--- config.mk ---
export PLATFORM = sky130hd
export DESIGN_NAME = gps_ctrl
export DESIGN_NICKNAME = d
export VERILOG_FILES = /design/src/gps_pkg.sv /design/src/gps_ctrl.sv
export SDC_FILE = /design/constraint.sdc
export NUM_CORES = 1
export LEC_CHECK = 0
export ABC_AREA = 1
export BUFFER_PORTS_ARGS = -buffer_cell sky130_fd_sc_hd__buf_2
export CORE_MARGIN = 2
export CORE_UTILIZATION = 47
export CTS_BUF_LIST = sky130_fd_sc_hd__clkbuf_8
export DETAILED_ROUTE_END_ITERATION = 10
export GPL_TIMING_DRIVEN = 0
export PLACE_DENSITY = 0.75
export SYNTH_ARGS = -nofsm -noshare
export SYNTH_HDL_FRONTEND = slang
export SYNTH_SLANG_ARGS = --single-unit
export TNS_END_PERCENT = 30
--- constraint.sdc ---
create_clock -name clk_i -period 1.3 [get_ports clk_i]
set_input_delay 0.26 -clock clk_i [delete_from_list [all_inputs] [get_ports clk_i]]
set_output_delay 0.26 -clock clk_i [all_outputs]
set_load 0.02 [all_outputs]
--- src/gps_pkg.sv ---
// shared types, constants and move tables for the grid path search block
`timescale 1ns / 1ps
package gps_pkg;

  localparam int GRID_WIDTH_DEF  = 32;
  localparam int GRID_HEIGHT_DEF = 32;

  localparam int COORD_W  = 5;
  localparam int ACT_W    = 2;
  localparam int STEP_W   = 10;
  localparam int LEN_W    = 11;
  localparam int SCORE_W  = 18;
  localparam int COST_W   = 8;
  localparam int DIR_W    = 3;
  localparam int CFG_IDX_W = 1;

  localparam logic [COST_W-1:0]  STRAIGHT_COST_RST = 8'd70;
  localparam logic [COST_W-1:0]  DIAGONAL_COST_RST = 8'd99;
  localparam logic [SCORE_W-1:0] SCORE_MAX         = '1;

  localparam logic [CFG_IDX_W-1:0] REG_STRAIGHT = 1'b0;
  localparam logic [CFG_IDX_W-1:0] REG_DIAGONAL = 1'b1;

  typedef enum logic [ACT_W-1:0] {
    ACT_LOAD   = 2'd0,
    ACT_SEARCH = 2'd1,
    ACT_READ   = 2'd2
  } action_e;

  // x step of a move direction: four straight moves, then four diagonals
  function automatic logic signed [1:0] move_dx(input logic [DIR_W-1:0] dir);
    logic signed [1:0] d;
    unique case (dir)
      3'd0, 3'd2: d = 2'sd0;
      3'd1, 3'd4, 3'd6: d = 2'sd1;
      default: d = -2'sd1;
    endcase
    return d;
  endfunction

  function automatic logic signed [1:0] move_dy(input logic [DIR_W-1:0] dir);
    logic signed [1:0] d;
    unique case (dir)
      3'd1, 3'd3: d = 2'sd0;
      3'd0, 3'd4, 3'd5: d = 2'sd1;
      default: d = -2'sd1;
    endcase
    return d;
  endfunction

  // straight direction that flanks a diagonal along x
  function automatic logic [1:0] flank_x(input logic [DIR_W-1:0] dir);
    logic [1:0] f;
    f = (move_dx(dir) == 2'sd1) ? 2'd1 : 2'd3;
    return f;
  endfunction

  // straight direction that flanks a diagonal along y
  function automatic logic [1:0] flank_y(input logic [DIR_W-1:0] dir);
    logic [1:0] f;
    f = (move_dy(dir) == 2'sd1) ? 2'd0 : 2'd2;
    return f;
  endfunction

  typedef struct packed {
    logic accept;
    logic load_write;
    logic search_init;
    logic sweep_init;
    logic sweep_seen;
    logic seed;
    logic pop;
    logic cur_take;
    logic score_take;
    logic probe_issue;
    logic probe_commit;
    logic trace_issue;
    logic trace_step;
    logic trace_ok;
    logic read_issue;
    logic finish;
  } cmd_t;

  typedef struct packed {
    action_e action;
    logic    ends_ok;
    logic    read_hit;
    logic    sweep_last;
    logic    q_empty;
    logic    cur_goal;
    logic    probe_skip;
    logic    dir_last;
    logic    at_start;
    logic    k_full;
    logic    parent_bad;
    logic    out_free;
  } status_t;

endpackage

--- src/gps_ctrl.sv ---
// sequencing state machine of the grid path search
`timescale 1ns / 1ps
module gps_ctrl (
  input  logic             clk_i,
  input  logic             rst_ni,
  input  logic             in_valid_i,
  output logic             in_ready_o,
  input  gps_pkg::status_t st_i,
  output gps_pkg::cmd_t    cmd_o
);

  typedef enum logic [12:0] {
    S_INIT     = 13'b0000000000001,
    S_IDLE     = 13'b0000000000010,
    S_DISPATCH = 13'b0000000000100,
    S_CLEAR    = 13'b0000000001000,
    S_SEED     = 13'b0000000010000,
    S_POP      = 13'b0000000100000,
    S_CUR      = 13'b0000001000000,
    S_SCORE    = 13'b0000010000000,
    S_PROBE    = 13'b0000100000000,
    S_DECIDE   = 13'b0001000000000,
    S_TRACE_A  = 13'b0010000000000,
    S_TRACE_B  = 13'b0100000000000,
    S_DONE     = 13'b1000000000000
  } state_e;

  state_e state_q, state_d;

  assign in_ready_o = (state_q == S_IDLE);

  always_comb begin
    cmd_o   = '0;
    state_d = state_q;
    unique case (state_q)
      S_INIT: begin
        cmd_o.sweep_init = 1'b1;
        if (st_i.sweep_last) state_d = S_IDLE;
      end
      S_IDLE: begin
        if (in_valid_i) begin
          cmd_o.accept = 1'b1;
          state_d      = S_DISPATCH;
        end
      end
      S_DISPATCH: begin
        unique case (st_i.action)
          gps_pkg::ACT_LOAD: begin
            cmd_o.load_write = 1'b1;
            state_d          = S_DONE;
          end
          gps_pkg::ACT_SEARCH: begin
            cmd_o.search_init = 1'b1;
            state_d           = st_i.ends_ok ? S_CLEAR : S_DONE;
          end
          gps_pkg::ACT_READ: begin
            cmd_o.read_issue = st_i.read_hit;
            state_d          = S_DONE;
          end
          default: state_d = S_DONE;
        endcase
      end
      S_CLEAR: begin
        cmd_o.sweep_seen = 1'b1;
        if (st_i.sweep_last) state_d = S_SEED;
      end
      S_SEED: begin
        cmd_o.seed = 1'b1;
        state_d    = S_POP;
      end
      S_POP: begin
        if (st_i.q_empty) begin
          state_d = S_DONE;
        end else begin
          cmd_o.pop = 1'b1;
          state_d   = S_CUR;
        end
      end
      S_CUR: begin
        cmd_o.cur_take = 1'b1;
        state_d        = st_i.cur_goal ? S_TRACE_A : S_SCORE;
      end
      S_SCORE: begin
        cmd_o.score_take = 1'b1;
        state_d          = S_PROBE;
      end
      S_PROBE: begin
        cmd_o.probe_issue = 1'b1;
        if (st_i.probe_skip) begin
          state_d = st_i.dir_last ? S_POP : S_PROBE;
        end else begin
          state_d = S_DECIDE;
        end
      end
      S_DECIDE: begin
        cmd_o.probe_commit = 1'b1;
        state_d            = st_i.dir_last ? S_POP : S_PROBE;
      end
      S_TRACE_A: begin
        priority if (st_i.at_start) begin
          cmd_o.trace_ok = 1'b1;
          state_d        = S_DONE;
        end else if (st_i.k_full) begin
          state_d = S_DONE;
        end else begin
          cmd_o.trace_issue = 1'b1;
          state_d           = S_TRACE_B;
        end
      end
      S_TRACE_B: begin
        if (st_i.parent_bad) begin
          state_d = S_DONE;
        end else begin
          cmd_o.trace_step = 1'b1;
          state_d          = S_TRACE_A;
        end
      end
      S_DONE: begin
        if (st_i.out_free) begin
          cmd_o.finish = 1'b1;
          state_d      = S_IDLE;
        end
      end
      default: state_d = S_IDLE;
    endcase
  end

  always_ff @(posedge clk_i or negedge rst_ni) begin
    if (!rst_ni) begin
      state_q <= S_INIT;
    end else begin
      state_q <= state_d;
    end
  end

endmodule

==> impl_metrics.toml, run 1 <==
[placed_design]
hpwl_um = 1830
place.gp.congestion = 0.778
pre_cts_ws_ns = -0.384
portBuffers = 32
dpl.cell_count = 204
placed_area_mm2 = 0.00125

[sta]
min_period_ns = 1.87
slew_violations = 0
hold_violations = 0
finClkSkew_ns = 0.00672
setup_tns_ns = -9.32
worstMarginPinSlew_ns = 0.313
rsz0062_at_grt = "yes"
setup_viol = 25
relSlewSlack_pct = 79.1
holdWs_ns = 0.171
timing.fmax_mhz = 534
layout_setup_ws_ns = -0.572
period_share_pct = 144

[logic_synthesis]
netlist.area_leader.share_pct = 30.1
synth_largest_area_cell = "dfrtp_1"
ys_top_cells_by_area = "dfrtp_1 30%, nor2_1 12%, nand2_1 9.8%"
synthesis.area_um2 = 998
yosys_warnings = 0
synth_cell_type_count = 23
syn-num-nets = 161
ys_seq_area_share_pct = 32.7
synth.avg_cell_area_um2 = 6.89
netlist_instances = 145
synth-seq-cells = 13

[clock_tree]
clockBufferDepth = 2
cts-htree-levels = 1
clk_latency_ns = 0.25
tritoncts = "yes"
path_clk_slew_ns = 0.06
cts.sinks = 13
cts-buffers-inserted = 3
root_buffer = "clkbuf_8"

[route]
drc = 0
ant_nets = 0
vias = 1164
drtIter0Drc = 30
drt_wl_total_um = 3190
first_pass_iters = 4
wire_per_inst_um = 13.7
via_per_inst = 5.00

[global_routing]
grt.total_usage_pct = 25.1
antenna_found_initial = 0
grt_max_degree = 14
grt_pass1_wl_um = 4690
grt_pass1_vias = 1122
gr-total-overflow = 0

[setup_path]
r2r_start = "state_q[0]"
cp_slowest_cell = "dfrtp_1"
crit_type = "reg2out"
worstPathMaxFanout = 4
worstPathArrival_ns = 1.61
cp.required_ns = 1.04
setup.worst_path.start = "state_q[10]"
critPathLaunchType = "register"
critPathCaptureType = "output pin"
crit_chain = "nor2_4, nand2_4, nor2_8, nand2_4, nor2_4, inv_2, nor3_4, buf_6"
crit_path_max_incr_delay_ns = 0.43
ff2ff_setup_slack_ns = -0.36

[layout]
stdcell_count = 233
syn_to_final_growth_pct = 65.7
largest_register_ffs = 13
final_nets = 223
final_util_pct = 83.5
top_regs = "state_q (13)"
postLayoutCellArea_mm2 = 0.00165
antenna_cells = 0
largest-register = "state_q"
drive_above_1_share_pct = 52.9
fillCellCount = 113

[die]
die_y_um = 50.1
fp.dieW_um = 50.1
rows = 16
ios = 33
dieArea_mm2 = 0.00251
core_mm2 = 0.00198
start_util_pct = 50.4

[power_and_ir_drop]
p_leak_nw = 0.918
power_density_mw_per_mm2 = 1220
peakVddDrop_mv = 0.860
p_total_mw = 2.02

[outcome]
outcome = "finished, violations left"
violations = "negative setup slack"

[worst_hold_path]
worstHoldStart = "st_i[5]"
hp-class = "in2reg"

[run]
max_cap_viol_count = 0
==> final timing paths <==
path / end / cells after the start
min in group asynchronous: state_q[11] / 2
max: cmd_o[13] / 8
max in group asynchronous: state_q[0] / 2
min: state_q[9] / 2
max reg2reg: state_q[1] / 9
min reg2reg: state_q[0] / 2
==> where the power goes <==
| part | switching, mW | internal (mW) |
|---|---|---|
| registers | 0.0482 | 0.446 |
| logic | 0.660 | 0.488 |
| clock network | 0.164 | 0.209 |
==> cell type report <==
cell class                      instances  area, um^2  area share, %
Multi-Input combinational cell        105         708           42.8
Clock inverter                          1        3.75          0.227
Tap cell                               27        33.8           2.04
Sequential cell                        13         328           19.8
Timing Repair Buffer                   57         434           26.2
Buffer                                  1        7.51          0.454
Inverter                               26        97.6           5.90
Clock buffer                            3        41.3           2.50
==> cell usage after synthesis <==
library cell  instances
a21oi_1               2
buf_4                 1
dfrtp_1              12
dfstp_2               1
inv_1                22
inv_2                 4
nand2_1              26
nand2_2               6
nand2_4               3
nand3_1              11
nand3b_1              1
nand4_1               1
nand4_2               1
nor2_1               32
nor2_2                3
nor2_4                5
nor2_8                2
nor3_1                5
nor4_1                2
o21ai_0               1
o21ai_1               1
o21ai_2               2
o22ai_1               1
==> cell usage in the layout (no fill, tap or decap), types with 8 or more instances in the layout <==
| cell | count |
|---|---|
| buf_2 | 15 |
| nor2_1 | 23 |
| inv_1 | 21 |
| buf_4 | 31 |
| nor2_4 | 11 |
| nand2_4 | 8 |
| buf_6 | 11 |
| nand3_1 | 8 |
| nand2_1 | 23 |
| dfrtp_1 | 11 |
==> layer usage <==
metal,GRT usage (%),share of wire [%],up-vias
li1,-,-,573
met1,28.7,39,535
met2,46.1,53,45
met3,2.73,4.0,11
met4,11.1,3.6,0
met5,0,0,-
==> worst max-delay path, delay by kind of cell (launching register included) <==
family	cells	cell delay, ns
buf+inv	2	0.21
simple gates	6	0.71
flops	1	0.43
==> what timing repair did <==
action / in CTS / in global routing
buffers inserted: 14 / 10
pin swaps: 12 / 10
endpoints found under the setup margin: 24 / 26
gates resized for setup: 35 / 19
hold buffers: 1 / 0
hold endpoints to repair: 12 / 0
==> cells by family after synthesis <==
group	after synthesis	share of synthesized area, %
simple gates	98	52.4
buf+inv	27	10.5
flops	13	32.7
compound gates	7	4.39
No activity file was read; power rests on OpenSTA's default activity.
==> run 2: changes to the inputs <==
Settings changed: BUFFER_PORTS_ARGS -buffer_cell sky130_fd_sc_hd__buf_2 to -buffer_cell sky130_fd_sc_hd__clkbuf_2.
==> impl_metrics.toml, run 2 (synthesis gave the netlist of run 1 again) <==
[outcome]
outcome = "finished, violations left"
violations = "negative setup slack"

[route]
drc = 0
drtIter0Drc = 36
via_per_inst = 5.18
drt_wl_total_um = 3100
vias = 1176
first_pass_iters = 4
ant_nets = 0
wire_per_inst_um = 13.7

[placed_design]
portBuffers = 32
place.gp.congestion = 0.799
dpl.cell_count = 204
placed_area_mm2 = 0.00125
hpwl_um = 1850
pre_cts_ws_ns = -0.400

[setup_path]
worstPathMaxFanout = 4
critPathLaunchType = "register"
cp_slowest_cell = "dfrtp_1"
worstPathArrival_ns = 1.60
cpMostUsedCell = "inv_2"
crit_path_max_incr_delay_ns = 0.42
cp.required_ns = 1.04
crit_type = "reg2out"
critPathCaptureType = "output pin"
crit_chain = "inv_2, nand2_2, nor2_8, nand2_4, nor2_4, inv_2, nor3_4, clkbuf_8"
critPathTopFamily = "simple AND/OR/NAND/NOR gates"
critPathBufInv = 3

[global_routing]
grt_pass1_wl_um = 4760
grtUsageMet3_pct = 3.33
antenna_found_initial = 0
gr-total-overflow = 0
use_met1_pct = 30.1
grt.total_usage_pct = 24.9
globalRouteMet2Util_pct = 43.4
grt_busiest_layer = "met2"
grt_max_degree = 14
grt_pass1_vias = 1096

[sta]
finClkSkew_ns = 0.00592
relSlewSlack_pct = 76.5
period_share_pct = 143
rsz0062_at_grt = "yes"
setup_viol = 25
setup_tns_ns = -9.67
layout_setup_ws_ns = -0.561
holdWs_ns = 0.176
worstMarginPinSlew_ns = 0.353
slew_violations = 0
min_period_ns = 1.86
timing.fmax_mhz = 537
hold_violations = 0

[layout]
drive_above_1_share_pct = 49.0
final_nets = 217
final_common_cell = "nor2_1"
antenna_cells = 0
top_regs = "state_q (13)"
final_cell_mix = "25 x nor2_1, 23 x nand2_1, 21 x inv_1, 21 x buf_4, 17 x clkbuf_2"
largest-register = "state_q"
stdcell_count = 227
multiInputGateArea_um2 = 718
fillCellCount = 116
final_util_pct = 83.0
syn_to_final_growth_pct = 64.7
regArea_um2 = 327
postLayoutCellArea_mm2 = 0.00164
largest_register_ffs = 13

[run]
max_cap_viol_count = 0

[clock_tree]
clockBufferDepth = 2
root_buffer = "clkbuf_8"
cts-htree-levels = 1
clk_latency_ns = 0.25
cts-buffers-inserted = 3
path_clk_slew_ns = 0.06
tritoncts = "yes"
cts.sinks = 13

[power_and_ir_drop]
power_density_mw_per_mm2 = 1270
peakVddDrop_mv = 0.939
p_total_mw = 2.08
p_leak_nw = 0.904

[die]
ios = 33
dieArea_mm2 = 0.00251
die_y_um = 50.1
start_util_pct = 50.4
core_mm2 = 0.00198
fp.dieW_um = 50.1
rows = 16

[worst_hold_path]
hp-class = "in2reg"
## run 2: cell count changes in the layout (fill, tap and decap cells not counted), moves of 3 or more
cell | before | now
clkbuf_2 | 0 | 17
buf_2 | 15 | 0
buf_4 | 31 | 21
buf_6 | 11 | 3
clkbuf_8 | 3 | 10
nor2_2 | 6 | 2
nand3_2 | 3 | 0
## run 2: final timing paths
check | slack, ns | cells after the start | end | start
setup / recovery | -0.56 | 8 | cmd_o[13] | state_q[12]
hold / removal | 0.18 | 2 | state_q[9] | st_i[5]
setup reg to reg | -0.34 | 10 | state_q[1] | state_q[3]
hold reg to reg | 0.51 | 2 | state_q[0] | state_q[0]
max in group asynchronous | 0.53 | 2 | state_q[0] | rst_ni
min in group asynchronous | 0.46 | 2 | state_q[11] | rst_ni
## run 2: report_power, final
group          total [mW]  internal [mW]  switching, mW
sequential          0.496          0.446         0.0499
combinational        1.22          0.543          0.676
clock               0.367          0.209          0.158
## run 2: timing repair
| action | CTS | global route |
|---|---|---|
| buffers inserted | 11 | 7 |
| pin swaps | 12 | 9 |
| gates resized for setup | 38 | 19 |
| endpoints found under the hold margin | 12 | 0 |
| hold buffers | 1 | 0 |
| setup endpoints to repair | 23 | 26 |
## run 2: routing by layer
layer / share of wire, % / wire [um]
met1: 41 / 1280
met2: 52 / 1610
met3: 4.8 / 150
met4: 2.0 / 63
met5: 0 / 0
## run 2: cell type report
cell class	instances	share of cell area (%)
Inverter	26	6.09
Multi-Input combinational cell	105	43.7
Sequential cell	13	19.9
Clock buffer	3	2.51
Buffer	1	0.457
Timing Repair Buffer	51	25.1
Tap cell	27	2.05
Clock inverter	1	0.228
